--- src/design/token_bucket_channel_prioritizer_defines.svh ---
// Assertion helpers for the channel prioritizer.
`ifndef TOKEN_BUCKET_CHANNEL_PRIORITIZER_DEFINES_SVH
`define TOKEN_BUCKET_CHANNEL_PRIORITIZER_DEFINES_SVH

`ifndef SYNTHESIS

`define TBCP_ASSERT_IMP(label, clk, rst, ante, cons) \
  label: assert property (@(posedge clk) disable iff (rst) (ante) |-> (cons)) \
    else $error("tbcp same-cycle check failed");

`define TBCP_ASSERT_NEXT(label, clk, rst, ante, cons) \
  label: assert property (@(posedge clk) disable iff (rst) (ante) |=> (cons)) \
    else $error("tbcp next-cycle check failed");

`else

`define TBCP_ASSERT_IMP(label, clk, rst, ante, cons)

`define TBCP_ASSERT_NEXT(label, clk, rst, ante, cons)

`endif

`endif

--- src/design/tbcp_pkg.sv ---
package tbcp_pkg;

  localparam int NUM_CHANNELS = 16;
  localparam int IDX_W        = (NUM_CHANNELS > 1) ? $clog2(NUM_CHANNELS) : 1;

  localparam int CHAN_W      = 4;
  localparam int AMOUNT_W    = 32;
  localparam int SLOT_W      = 32;
  localparam int RATE_W      = 24;
  localparam int DEPTH_W     = 16;
  localparam int BKT_W       = 48;
  localparam int CAP_W       = RATE_W + DEPTH_W;
  localparam int PROD_W      = SLOT_W + RATE_W;
  localparam int ALU_W       = PROD_W + 2;
  localparam int TOTAL_OUT_W = 36;
  // exact running sum of all buffers
  localparam int TOTAL_W     = AMOUNT_W + $clog2(NUM_CHANNELS);

  localparam logic [TOTAL_OUT_W-1:0] TOTAL_MAX = '1;

  localparam int CFG_IDX_W  = 2;
  localparam int CFG_DATA_W = 24;

  localparam logic [CFG_IDX_W-1:0] REG_FIRST_CHANNEL = 2'd0;
  localparam logic [CFG_IDX_W-1:0] REG_LAST_CHANNEL  = 2'd1;
  localparam logic [CFG_IDX_W-1:0] REG_BITS_PER_SLOT = 2'd2;
  localparam logic [CFG_IDX_W-1:0] REG_BUCKET_DEPTH  = 2'd3;

  localparam logic [CHAN_W-1:0]  FIRST_CHANNEL_RST = 4'd0;
  localparam logic [CHAN_W-1:0]  LAST_CHANNEL_RST  = 4'd15;
  localparam logic [RATE_W-1:0]  BITS_PER_SLOT_RST = 24'd1024000;
  localparam logic [DEPTH_W-1:0] BUCKET_DEPTH_RST  = 16'd1000;

  typedef enum logic [1:0] {
    OP_ARRIVAL = 2'd0,
    OP_GRANT   = 2'd1,
    OP_REFRESH = 2'd2,
    OP_NOP     = 2'd3
  } op_t;

  typedef struct packed {
    logic [ALU_W-1:0]    add_a;
    logic [ALU_W-1:0]    add_b;
    logic                sub;
    logic [SLOT_W-1:0]   mul_a;
    logic [RATE_W-1:0]   mul_b;
  } alu_req_t;

  typedef struct packed {
    logic [ALU_W-1:0]  sum;
    logic [PROD_W-1:0] prod;
  } alu_res_t;

  typedef struct packed {
    logic                buf_we;
    logic [IDX_W-1:0]    buf_idx;
    logic [AMOUNT_W-1:0] buf_data;
    logic                bkt_we;
    logic [IDX_W-1:0]    bkt_idx;
    logic [BKT_W-1:0]    bkt_data;
    logic                slot_we;
    logic [IDX_W-1:0]    slot_idx;
    logic [SLOT_W-1:0]   slot_data;
  } store_wr_t;

endpackage

--- src/design/tbcp_chan_store.sv ---
module tbcp_chan_store (
  input  logic                            clk,
  input  logic                            rst,
  input  logic [tbcp_pkg::IDX_W-1:0]      rd_idx,
  input  tbcp_pkg::store_wr_t             wr,
  output logic [tbcp_pkg::AMOUNT_W-1:0]   rd_buf,
  output logic [tbcp_pkg::BKT_W-1:0]      rd_bkt,
  output logic [tbcp_pkg::SLOT_W-1:0]     rd_slot
);
  import tbcp_pkg::*;

  logic [AMOUNT_W-1:0] buf_mem  [NUM_CHANNELS];
  logic [BKT_W-1:0]    bkt_mem  [NUM_CHANNELS];
  logic [SLOT_W-1:0]   slot_mem [NUM_CHANNELS];

  always_ff @(posedge clk) begin
    if (rst) begin
      for (int k = 0; k < NUM_CHANNELS; k++) begin
        buf_mem[k]  <= '0;
        bkt_mem[k]  <= '0;
        slot_mem[k] <= '0;
      end
    end else begin
      if (wr.buf_we) begin
        buf_mem[wr.buf_idx] <= wr.buf_data;
      end
      if (wr.bkt_we) begin
        bkt_mem[wr.bkt_idx] <= wr.bkt_data;
      end
      if (wr.slot_we) begin
        slot_mem[wr.slot_idx] <= wr.slot_data;
      end
    end
  end

  assign rd_buf  = buf_mem[rd_idx];
  assign rd_bkt  = bkt_mem[rd_idx];
  assign rd_slot = slot_mem[rd_idx];

endmodule

--- config.mk ---
export PLATFORM = sky130hd
export DESIGN_NAME = tbcp_chan_store
export DESIGN_NICKNAME = d
export VERILOG_FILES = /design/src/design/token_bucket_channel_prioritizer_defines.svh /design/src/design/tbcp_pkg.sv /design/src/design/tbcp_chan_store.sv
export SDC_FILE = /design/constraint.sdc
export NUM_CORES = 2
export LEC_CHECK = 0
export BUFFER_PORTS_ARGS = -buffer_cell sky130_fd_sc_hd__buf_2
export CAP_MARGIN = 30
export CORE_UTILIZATION = 62
export CTS_CLUSTER_DIAMETER = 120
export DETAILED_ROUTE_END_ITERATION = 10
export PLACE_DENSITY_LB_ADDON = 0.12
export SETUP_SLACK_MARGIN = 0.1
export SLEW_MARGIN = 20
export SYNTH_ARGS = -nofsm -noshare
export SYNTH_HDL_FRONTEND = slang
export SYNTH_SLANG_ARGS = --single-unit
--- constraint.sdc ---
create_clock -name clk -period 3 [get_ports clk]
set_clock_uncertainty 0.05 [all_clocks]
set_input_delay 0.15 -clock clk [delete_from_list [all_inputs] [get_ports clk]]
set_output_delay 0.15 -clock clk [all_outputs]
set_load 0.02 [all_outputs]
==> results.toml <==
[run_status]
run_status = "finished, final reports clean"

[synthesis]
syn_avg_cell_area_um2 = 16.2
synth.most_common_cell = "and2_1"
syn-instance-count = 4932
yosysSeqAreaShare_pct = 67.4
async_reset_ff_share_pct = 0
yosys-top-cells-count = "1793 x and2_1, 1792 x edfxtp_1, 448 x mux4_2"
synth_edf_count = 1792
synth_ff_type = "edfxtp_1"
netlist_area_um2 = 79800
ys_ff_latch = 1792
synthTopCellsByArea = "edfxtp_1 67%, and2_1 14%, mux4_2 13%, a22oi_1 2.1%, clkbuf_1 1.6%"
yosysUniqueCellTypes = 23
ys.warnings.count = 0
synth_top_cell_by_area = "edfxtp_1"
synth_top_area_share_pct = 67.4
synth_nets = 5065

[placed_design]
port_buffers = 244
dp_slack_ps = 390
place_congestion = 0.807
dp_hpwl_mm = 110

[detailed_routing]
drc_errors = 0
ant_nets = 0
viasPerCell = 6.26
dr.pass1.iters = 6
post_drt_wl_per_cell_um = 27.8
wl_mm = 195
num_vias = 43913
drt_iter0_drc = 5154

[sta]
finalSetupTns_ps = 0
rsz0062_at_grt = "no"
max_slew.worst_pin.slew_ps = 1000
fmax_ghz = 0.360
fin_crit_ps = 2780
finalSetupViolations = 0
fin_crit_sh_pct = 92.6
slew_headroom_pct = 33.3
hold_viol = 0
setup_ws_ps = 223
drv_slew = 0

[worst_hold_path]
min_path_type = "in2reg"

[finish]
n_fill_cell = 8111
synthToLayoutAreaGrowth_pct = 13.3
nets = 5329
drive_above_1_share_pct = 22.4

[setup_path]
critPathArrivalTime_ps = 2580
worstSetupEndpoint = "rd_slot[13]"
critPathRequiredTime_ps = 2800
end_kind = "output port"
critPathKind = "reg2out"
crit_path_start_kind = "flop"
slowest_stage = "a22oi_1"
slowest_delay_ps = 520
cp-startpoint = "slot_mem[11][13]$_SDFFCE_PN0P_"
cp_cell_sequence = "mux4_2 -> a22oi_1 -> nand2_1 -> buf_2"
cp_max_fo = 1

[grt]
grt_max_degree = 94
grt.total_usage_pct = 30.4
antenna_found_initial = 21
grt_pass1_wl_mm = 290
grt-ovfl-total = 0
grt_pass1_vias = 44755

[floorplan]
start_util_pct = 62.5
die-width_um = 361
dieArea_um2 = 130000
core_um2 = 128000
rows = 131
fp.dieH_um = 361
ios = 245

[power]
pwr_density_cell_nw_per_um2 = 616
ir_drop_mv = 0.582
p_leak_nw = 31.9

[clock_network]
cts_tree = "yes"
root_buffer = "clkbuf_16"
clk_pin_slew_ps = 60
clockBufferDepth = 3
clock-sinks = 1792
ctsHtreeMaxLevel = 4
cts_made_buffers = 181

[job]
max_cap_viol_count = 0
-- worst min-delay path by stage --
stage          startpoint                            end  slack (ps)  cells after the start
5_1_grt            wr[85]   bkt_mem[2][45]$_SDFFCE_PN0P_          90                      3
4_1_cts            wr[87]   bkt_mem[0][12]$_SDFFCE_PN0P_          50                      3
2_1_floorplan      wr[37]    bkt_mem[0][0]$_SDFFCE_PN0P_         300                      1
6_report           wr[87]   bkt_mem[0][14]$_SDFFCE_PN0P_         100                      3
3_5_place_dp       wr[59]  bkt_mem[15][22]$_SDFFCE_PN0P_         550                      2
3_3_place_gp       wr[68]  bkt_mem[15][31]$_SDFFCE_PN0P_         550                      2
-- final cells by class --
cell class | instances | area [µm²] | share of cell area, %
clock buffers | 231 | 4820 | 5.33
multi-input cells | 2697 | 24400 | 27.0
repair buffers | 524 | 4430 | 4.90
diodes | 13 | 32.5 | 0.0360
well taps | 1662 | 2080 | 2.30
flip-flops and latches | 1792 | 53800 | 59.5
clock inverters | 97 | 830 | 0.917
-- cell usage in the layout (no fill, tap or decap), types with 9 or more instances in the layout --
cell,count
a22oi_1,224
clkbuf_1,45
nand2_1,115
edfxtp_1,1792
buf_4,107
dlygate4sd3_1,112
nor2_2,14
diode_2,13
and2_1,1792
mux4_2,448
clkbuf_16,186
clkinv_1,52
or2_4,16
buf_12,55
or2_2,32
bufinv_16,14
nor3_2,9
buf_2,242
clkinv_2,20
nor2_4,23
-- state kept, by name (all words and copies together), names as in the netlist --
signal and cells:
bkt_mem 768, buf_mem 512, slot_mem 512
-- timing repair --
| action | in CTS | in global routing |
|---|---|---|
| hold buffers | 112 | 0 |
| resized for setup | 0 | 0 |
| buffers inserted | 0 | 0 |
| endpoints found under the hold margin | 1792 | 0 |
-- routing by layer --
metal | track usage (%) | wire (µm) | part of all wire, % | up-vias
met1 | 44.0 | 78900 | 41 | 22767
met5 | 0 | 46 | 0.024 | -
met4 | 9.41 | 5070 | 2.6 | 8
met2 | 48.2 | 94400 | 48 | 2011
li1 | - | - | - | 18805
met3 | 5.00 | 16400 | 8.4 | 322
-- cells by family after synthesis --
kind of cell | Yosys count | synth area share, %
simple gates | 2025 | 15.5
flops | 1792 | 67.4
compound gates | 224 | 2.11
mux | 448 | 12.6
buf+inv | 443 | 2.31
-- metrics by stage --
| stage | utilization (%) | instance area [µm²] | hold WS, ps | power (W) | instances |
|---|---|---|---|---|---|
| 2_1_floorplan | - | 79800 | 298 | 0.0324 | 4932 |
| 3_3_place_gp | 65.2 | 83200 | 550 | 0.0341 | 6545 |
| 3_5_place_dp | 65.4 | 83500 | 550 | 0.0343 | 6556 |
| 4_1_cts | 70.7 | 90300 | 46.3 | 0.0559 | 6996 |
| 5_1_grt | 70.8 | 90400 | 91.7 | 0.0572 | 7013 |
| 6_report | 70.8 | 90500 | 96.4 | 0.0557 | 7016 |
-- power breakdown --
group	internal, W	leakage, nW	switching (W)
clock	0.0125	2.76	0.00932
sequential	0.0290	17.1	0.000361
combinational	0.00184	12.1	0.00274
-- critical path, delay by kind of cell (launching register included) --
kind	cells	cell delay, ps
simple gates	1	190
compound gates	1	520
flops	1	380
buf+inv	1	210
mux	1	480
Note: power is estimated with default switching activity, not from simulation.
