===== src/design/token_bucket_channel_prioritizer_defines.svh =====
// Assertion helpers for the channel prioritizer.
`ifndef TOKEN_BUCKET_CHANNEL_PRIORITIZER_DEFINES_SVH
`define TOKEN_BUCKET_CHANNEL_PRIORITIZER_DEFINES_SVH

`ifndef SYNTHESIS

`define TBCP_ASSERT_IMP(label, clk, rst, ante, cons) \
  label: assert property (@(posedge clk) disable iff (rst) (ante) |-> (cons)) \
    else $error("tbcp same-cycle check failed");

`define TBCP_ASSERT_NEXT(label, clk, rst, ante, cons) \
  label: assert property (@(posedge clk) disable iff (rst) (ante) |=> (cons)) \
    else $error("tbcp next-cycle check failed");

`else

`define TBCP_ASSERT_IMP(label, clk, rst, ante, cons)

`define TBCP_ASSERT_NEXT(label, clk, rst, ante, cons)

`endif

`endif


===== src/design/tbcp_pkg.sv =====
package tbcp_pkg;

  localparam int NUM_CHANNELS = 16;
  localparam int IDX_W        = (NUM_CHANNELS > 1) ? $clog2(NUM_CHANNELS) : 1;

  localparam int CHAN_W      = 4;
  localparam int AMOUNT_W    = 32;
  localparam int SLOT_W      = 32;
  localparam int RATE_W      = 24;
  localparam int DEPTH_W     = 16;
  localparam int BKT_W       = 48;
  localparam int CAP_W       = RATE_W + DEPTH_W;
  localparam int PROD_W      = SLOT_W + RATE_W;
  localparam int ALU_W       = PROD_W + 2;
  localparam int TOTAL_OUT_W = 36;
  // exact running sum of all buffers
  localparam int TOTAL_W     = AMOUNT_W + $clog2(NUM_CHANNELS);

  localparam logic [TOTAL_OUT_W-1:0] TOTAL_MAX = '1;

  localparam int CFG_IDX_W  = 2;
  localparam int CFG_DATA_W = 24;

  localparam logic [CFG_IDX_W-1:0] REG_FIRST_CHANNEL = 2'd0;
  localparam logic [CFG_IDX_W-1:0] REG_LAST_CHANNEL  = 2'd1;
  localparam logic [CFG_IDX_W-1:0] REG_BITS_PER_SLOT = 2'd2;
  localparam logic [CFG_IDX_W-1:0] REG_BUCKET_DEPTH  = 2'd3;

  localparam logic [CHAN_W-1:0]  FIRST_CHANNEL_RST = 4'd0;
  localparam logic [CHAN_W-1:0]  LAST_CHANNEL_RST  = 4'd15;
  localparam logic [RATE_W-1:0]  BITS_PER_SLOT_RST = 24'd1024000;
  localparam logic [DEPTH_W-1:0] BUCKET_DEPTH_RST  = 16'd1000;

  typedef enum logic [1:0] {
    OP_ARRIVAL = 2'd0,
    OP_GRANT   = 2'd1,
    OP_REFRESH = 2'd2,
    OP_NOP     = 2'd3
  } op_t;

  typedef struct packed {
    logic [ALU_W-1:0]    add_a;
    logic [ALU_W-1:0]    add_b;
    logic                sub;
    logic [SLOT_W-1:0]   mul_a;
    logic [RATE_W-1:0]   mul_b;
  } alu_req_t;

  typedef struct packed {
    logic [ALU_W-1:0]  sum;
    logic [PROD_W-1:0] prod;
  } alu_res_t;

  typedef struct packed {
    logic                buf_we;
    logic [IDX_W-1:0]    buf_idx;
    logic [AMOUNT_W-1:0] buf_data;
    logic                bkt_we;
    logic [IDX_W-1:0]    bkt_idx;
    logic [BKT_W-1:0]    bkt_data;
    logic                slot_we;
    logic [IDX_W-1:0]    slot_idx;
    logic [SLOT_W-1:0]   slot_data;
  } store_wr_t;

endpackage


===== src/design/tbcp_alu.sv =====
module tbcp_alu (
  input  tbcp_pkg::alu_req_t req,
  output tbcp_pkg::alu_res_t res
);
  import tbcp_pkg::*;

  logic [ALU_W-1:0] add_b_eff;

  assign add_b_eff = req.sub ? ~req.add_b : req.add_b;

  always_comb begin
    res.sum  = req.add_a + add_b_eff + ALU_W'(req.sub);
    res.prod = PROD_W'(req.mul_a) * PROD_W'(req.mul_b);
  end

endmodule


===== config.mk =====
export PLATFORM = sky130hd
export DESIGN_NAME = tbcp_alu
export DESIGN_NICKNAME = d
export VERILOG_FILES = /design/src/design/token_bucket_channel_prioritizer_defines.svh /design/src/design/tbcp_pkg.sv /design/src/design/tbcp_alu.sv
export SDC_FILE = /design/constraint.sdc
export NUM_CORES = 2
export LEC_CHECK = 0
export ABC_AREA = 1
export BUFFER_PORTS_ARGS = -buffer_cell sky130_fd_sc_hd__buf_2
export CAP_MARGIN = 20
export CORE_MARGIN = 2
export CORE_UTILIZATION = 40
export DETAILED_ROUTE_END_ITERATION = 7
export PLACE_DENSITY = 0.56
export SYNTH_ARGS = -nofsm -noshare
export SYNTH_HDL_FRONTEND = slang
export SYNTH_SLANG_ARGS = --single-unit

===== constraint.sdc =====
create_clock -name vclk -period 7.1
set_input_delay 1.065 -clock vclk [all_inputs]
set_output_delay 1.065 -clock vclk [all_outputs]
set_load 0.1 [all_outputs]

==> impl_metrics.yaml <==
detailed_routing:
  drt-total-wl_um: 107000
  drt_iter0_drc: 1964
  vias_per_cell: 4.66
  detail_route.wl_per_cell_um: 16.6
  num_vias: 30200
  route.antenna.remaining_nets: 0
  dr.pass1.iters: 7
  detail_route.drc_violations: 0
sta:
  timing.final.ws_setup_ns: -0.887
  max_slew.worst_pin.slew_ns: 0.813
  layout_worst_path_cycle_share: 1.12
  final_period_minus_worst_setup_slack_ns: 7.99
  fin_hold_ws_ns: 2.57
  finalHoldViolations: 0
  slew_headroom: 0.458
  timing.final.setup_violations: 45
  rsz_0062_raised_after_global_routing: "true"
  setup_total_negative_slack_ns: -32.99
  timing.final.max_slew_violations: 0
  max_freq_ghz: 0.125
logic_synthesis:
  synth-warning-count: 0
  synthAdderAreaFrac: 0.498
  synthXorXnorAreaFrac: 0.0326
  synth_nets: 5982
  area_share_of_the_leading_cell_type_in_the_synthesized_netlist: 0.406
  synth_compound_gate_area_share: 0.0163
  synth_cell_types: 31
  seq_area_frac_synth: 0
  netlist_area_before_placement_mm2: 0.0325
  synth_largest_area_cell: "sky130_fd_sc_hd__fa_1"
  post_synth_main_area_contributors: "sky130_fd_sc_hd__fa_1 41%, sky130_fd_sc_hd__nand2_1 19%, sky130_fd_sc_hd__inv_1 18%"
  synthCells: 4912
  combinational_family_with_the_most_area_after_synthesis: "adder cells"
  synthesis.area_per_instance_um2: 6.61
  synth.mux.area_fraction: 0
  yosys.area_share.simple: 0.251
place:
  routability_congestion_estimate: 0.913
  placement.io_buffers: 287
  place_inst: 6407
  post_dp_hpwl_um: 91200
  dpl-instance-area_mm2: 0.0398
final_layout:
  final_cells: 6468
  nClkBuffers: 0
  final_layout_size_suffix_gt1_frac: 0.246
  fin_nets: 6478
  finalInstanceArea_mm2: 0.0428
  regArea_um2: 0
  area.growth.synth_to_final_pct: 31.9
  flops_and_latches: 0
global_routing:
  gr-total-overflow: 0
  grtUsageTotal: 0.261
  first_global_vias: 31000
  grt_antenna_before_repair: 3
  grt_start_max_net_pins: 31
  first_pass_grt_wire_length_um: 170000
run_status:
  outcome: "finished with violations"
  failed_checks: "setup timing"
floorplanning:
  die-height_um: 289
  dieArea_mm2: 0.0835
  design.core.area_mm2: 0.0804
  rows: 104
  initial_utilization: 0.404
  ios: 287
  die-width_um: 289
setup_path:
  critPathArrivalTime_ns: 6.92
  worst_setup_path_end_kind: "output pin"
  critical-path-max-stage-delay_ns: 0.57
  criticalPathCategory: "in2out"
  kind_of_launch_point_of_the_worst_setup_path: "primary input"
  critPathSlowestCell: "sky130_fd_sc_hd__fa_1"
  path_max_fanout: 8
  critical_path.most_common_cell: "sky130_fd_sc_hd__fa_1"
  crit_path_start: "req[21]"
  worst_endpoint_required_time_ns: 6.03
worst_hold_path:
  worstHoldStart: "req[115]"
  worst_hold_path_type: "in2out"
  hold_depth: 3
clock_network:
  hold_buf_count_cts: 0
job:
  maxCapViolations: 0
==> cell families after synthesis <==
group           count (synthesis)
simple gates                 2052
buf+inv                      1742
fa+ha+maj                     897
xor+xnor                      121
compound gates                100
==> placed cells by master (no fill, tap or decap), types with 14 or more instances in the layout <==
cell / n
sky130_fd_sc_hd__inv_1: 1451
sky130_fd_sc_hd__nand2_1: 1410
sky130_fd_sc_hd__fa_1: 610
sky130_fd_sc_hd__buf_4: 234
sky130_fd_sc_hd__ha_1: 192
sky130_fd_sc_hd__buf_2: 188
sky130_fd_sc_hd__nand2_2: 176
sky130_fd_sc_hd__inv_2: 145
sky130_fd_sc_hd__nor2_1: 126
sky130_fd_sc_hd__buf_12: 106
sky130_fd_sc_hd__xor2_1: 88
sky130_fd_sc_hd__nand2_4: 82
sky130_fd_sc_hd__buf_6: 75
sky130_fd_sc_hd__nand3_1: 62
sky130_fd_sc_hd__a21oi_1: 54
sky130_fd_sc_hd__fa_2: 49
sky130_fd_sc_hd__nor2_4: 42
sky130_fd_sc_hd__ha_4: 39
sky130_fd_sc_hd__nand3_2: 31
sky130_fd_sc_hd__nand4_1: 30
sky130_fd_sc_hd__nor2_2: 27
sky130_fd_sc_hd__nand2_8: 24
sky130_fd_sc_hd__xor2_4: 22
sky130_fd_sc_hd__buf_8: 19
sky130_fd_sc_hd__a21oi_2: 14
==> worst max-delay path, delay by kind of cell <==
kind	cells	cell delay, ns
adder cells (fa/ha/maj)	8	3.93
buffers and inverters	10	0.99
AND/OR/NAND/NOR	10	0.90
==> metrics by stage <==
step	worst slack (ns)	utilization
global placement	-1.22	0.495
global route	-1.09	0.533
floorplan	-0.480	-
CTS	-0.861	0.521
detailed placement	-1.19	0.495
finish	-0.887	0.533
==> synthesized netlist by cell type <==
cell type / n
sky130_fd_sc_hd__a21boi_0: 3
sky130_fd_sc_hd__a21o_1: 2
sky130_fd_sc_hd__a21oi_1: 74
sky130_fd_sc_hd__and2_1: 6
sky130_fd_sc_hd__and3_1: 2
sky130_fd_sc_hd__buf_2: 7
sky130_fd_sc_hd__clkbuf_1: 136
sky130_fd_sc_hd__fa_1: 659
sky130_fd_sc_hd__ha_1: 238
sky130_fd_sc_hd__inv_1: 1584
sky130_fd_sc_hd__inv_2: 15
sky130_fd_sc_hd__nand2_1: 1680
sky130_fd_sc_hd__nand2_2: 12
sky130_fd_sc_hd__nand3_1: 96
sky130_fd_sc_hd__nand3_2: 6
sky130_fd_sc_hd__nand3b_1: 2
sky130_fd_sc_hd__nand4_1: 30
sky130_fd_sc_hd__nor2_1: 170
sky130_fd_sc_hd__nor2_2: 20
sky130_fd_sc_hd__nor2_4: 5
sky130_fd_sc_hd__nor3_1: 13
sky130_fd_sc_hd__nor3_2: 2
sky130_fd_sc_hd__nor3_4: 3
sky130_fd_sc_hd__nor4_1: 4
sky130_fd_sc_hd__o21a_1: 2
sky130_fd_sc_hd__o21ai_0: 13
sky130_fd_sc_hd__o21ai_1: 1
sky130_fd_sc_hd__o21bai_1: 5
sky130_fd_sc_hd__or2_0: 1
sky130_fd_sc_hd__xnor2_1: 11
sky130_fd_sc_hd__xor2_1: 110
==> final cells by class <==
| class | count | area, um2 |
|---|---|---|
| Fill cell | 7902 | 37600 |
| Multi-Input combinational cell | 3170 | 29100 |
| Timing Repair Buffer | 637 | 6370 |
| Inverter | 1599 | 6010 |
| Tap cell | 1060 | 1330 |
| Antenna cell | 2 | 5.00 |
==> what timing repair did <==
| item | 4_1_cts | 5_1_grt |
|---|---|---|
| cloned | 9 | 4 |
| pin swaps | 196 | 153 |
| buffers inserted | 42 | 13 |
| endpoints found under the setup margin | 47 | 47 |
| gates resized for setup | 464 | 272 |
==> final timing paths <==
path	to	slack [ns]
worst max-delay path	res[46]	-0.89
worst min-delay path	res[56]	2.57
==> layer usage <==
| metal | wire, um | share of wire | global-route usage | vias to the layer above |
|---|---|---|---|---|
| met1 | 48800 | 0.45 | 0.376 | 14600 |
| met3 | 7060 | 0.066 | 0.0340 | 119 |
| met4 | 2570 | 0.024 | 0.0492 | 0 |
| met2 | 48800 | 0.46 | 0.423 | 860 |
| li1 | - | - | - | 14600 |
| met5 | 0 | 0 | 0 | - |
Power is left out: the tool's default activity adds up to more than one toggle a clock period on the data nets, which glitch-free logic cannot reach.
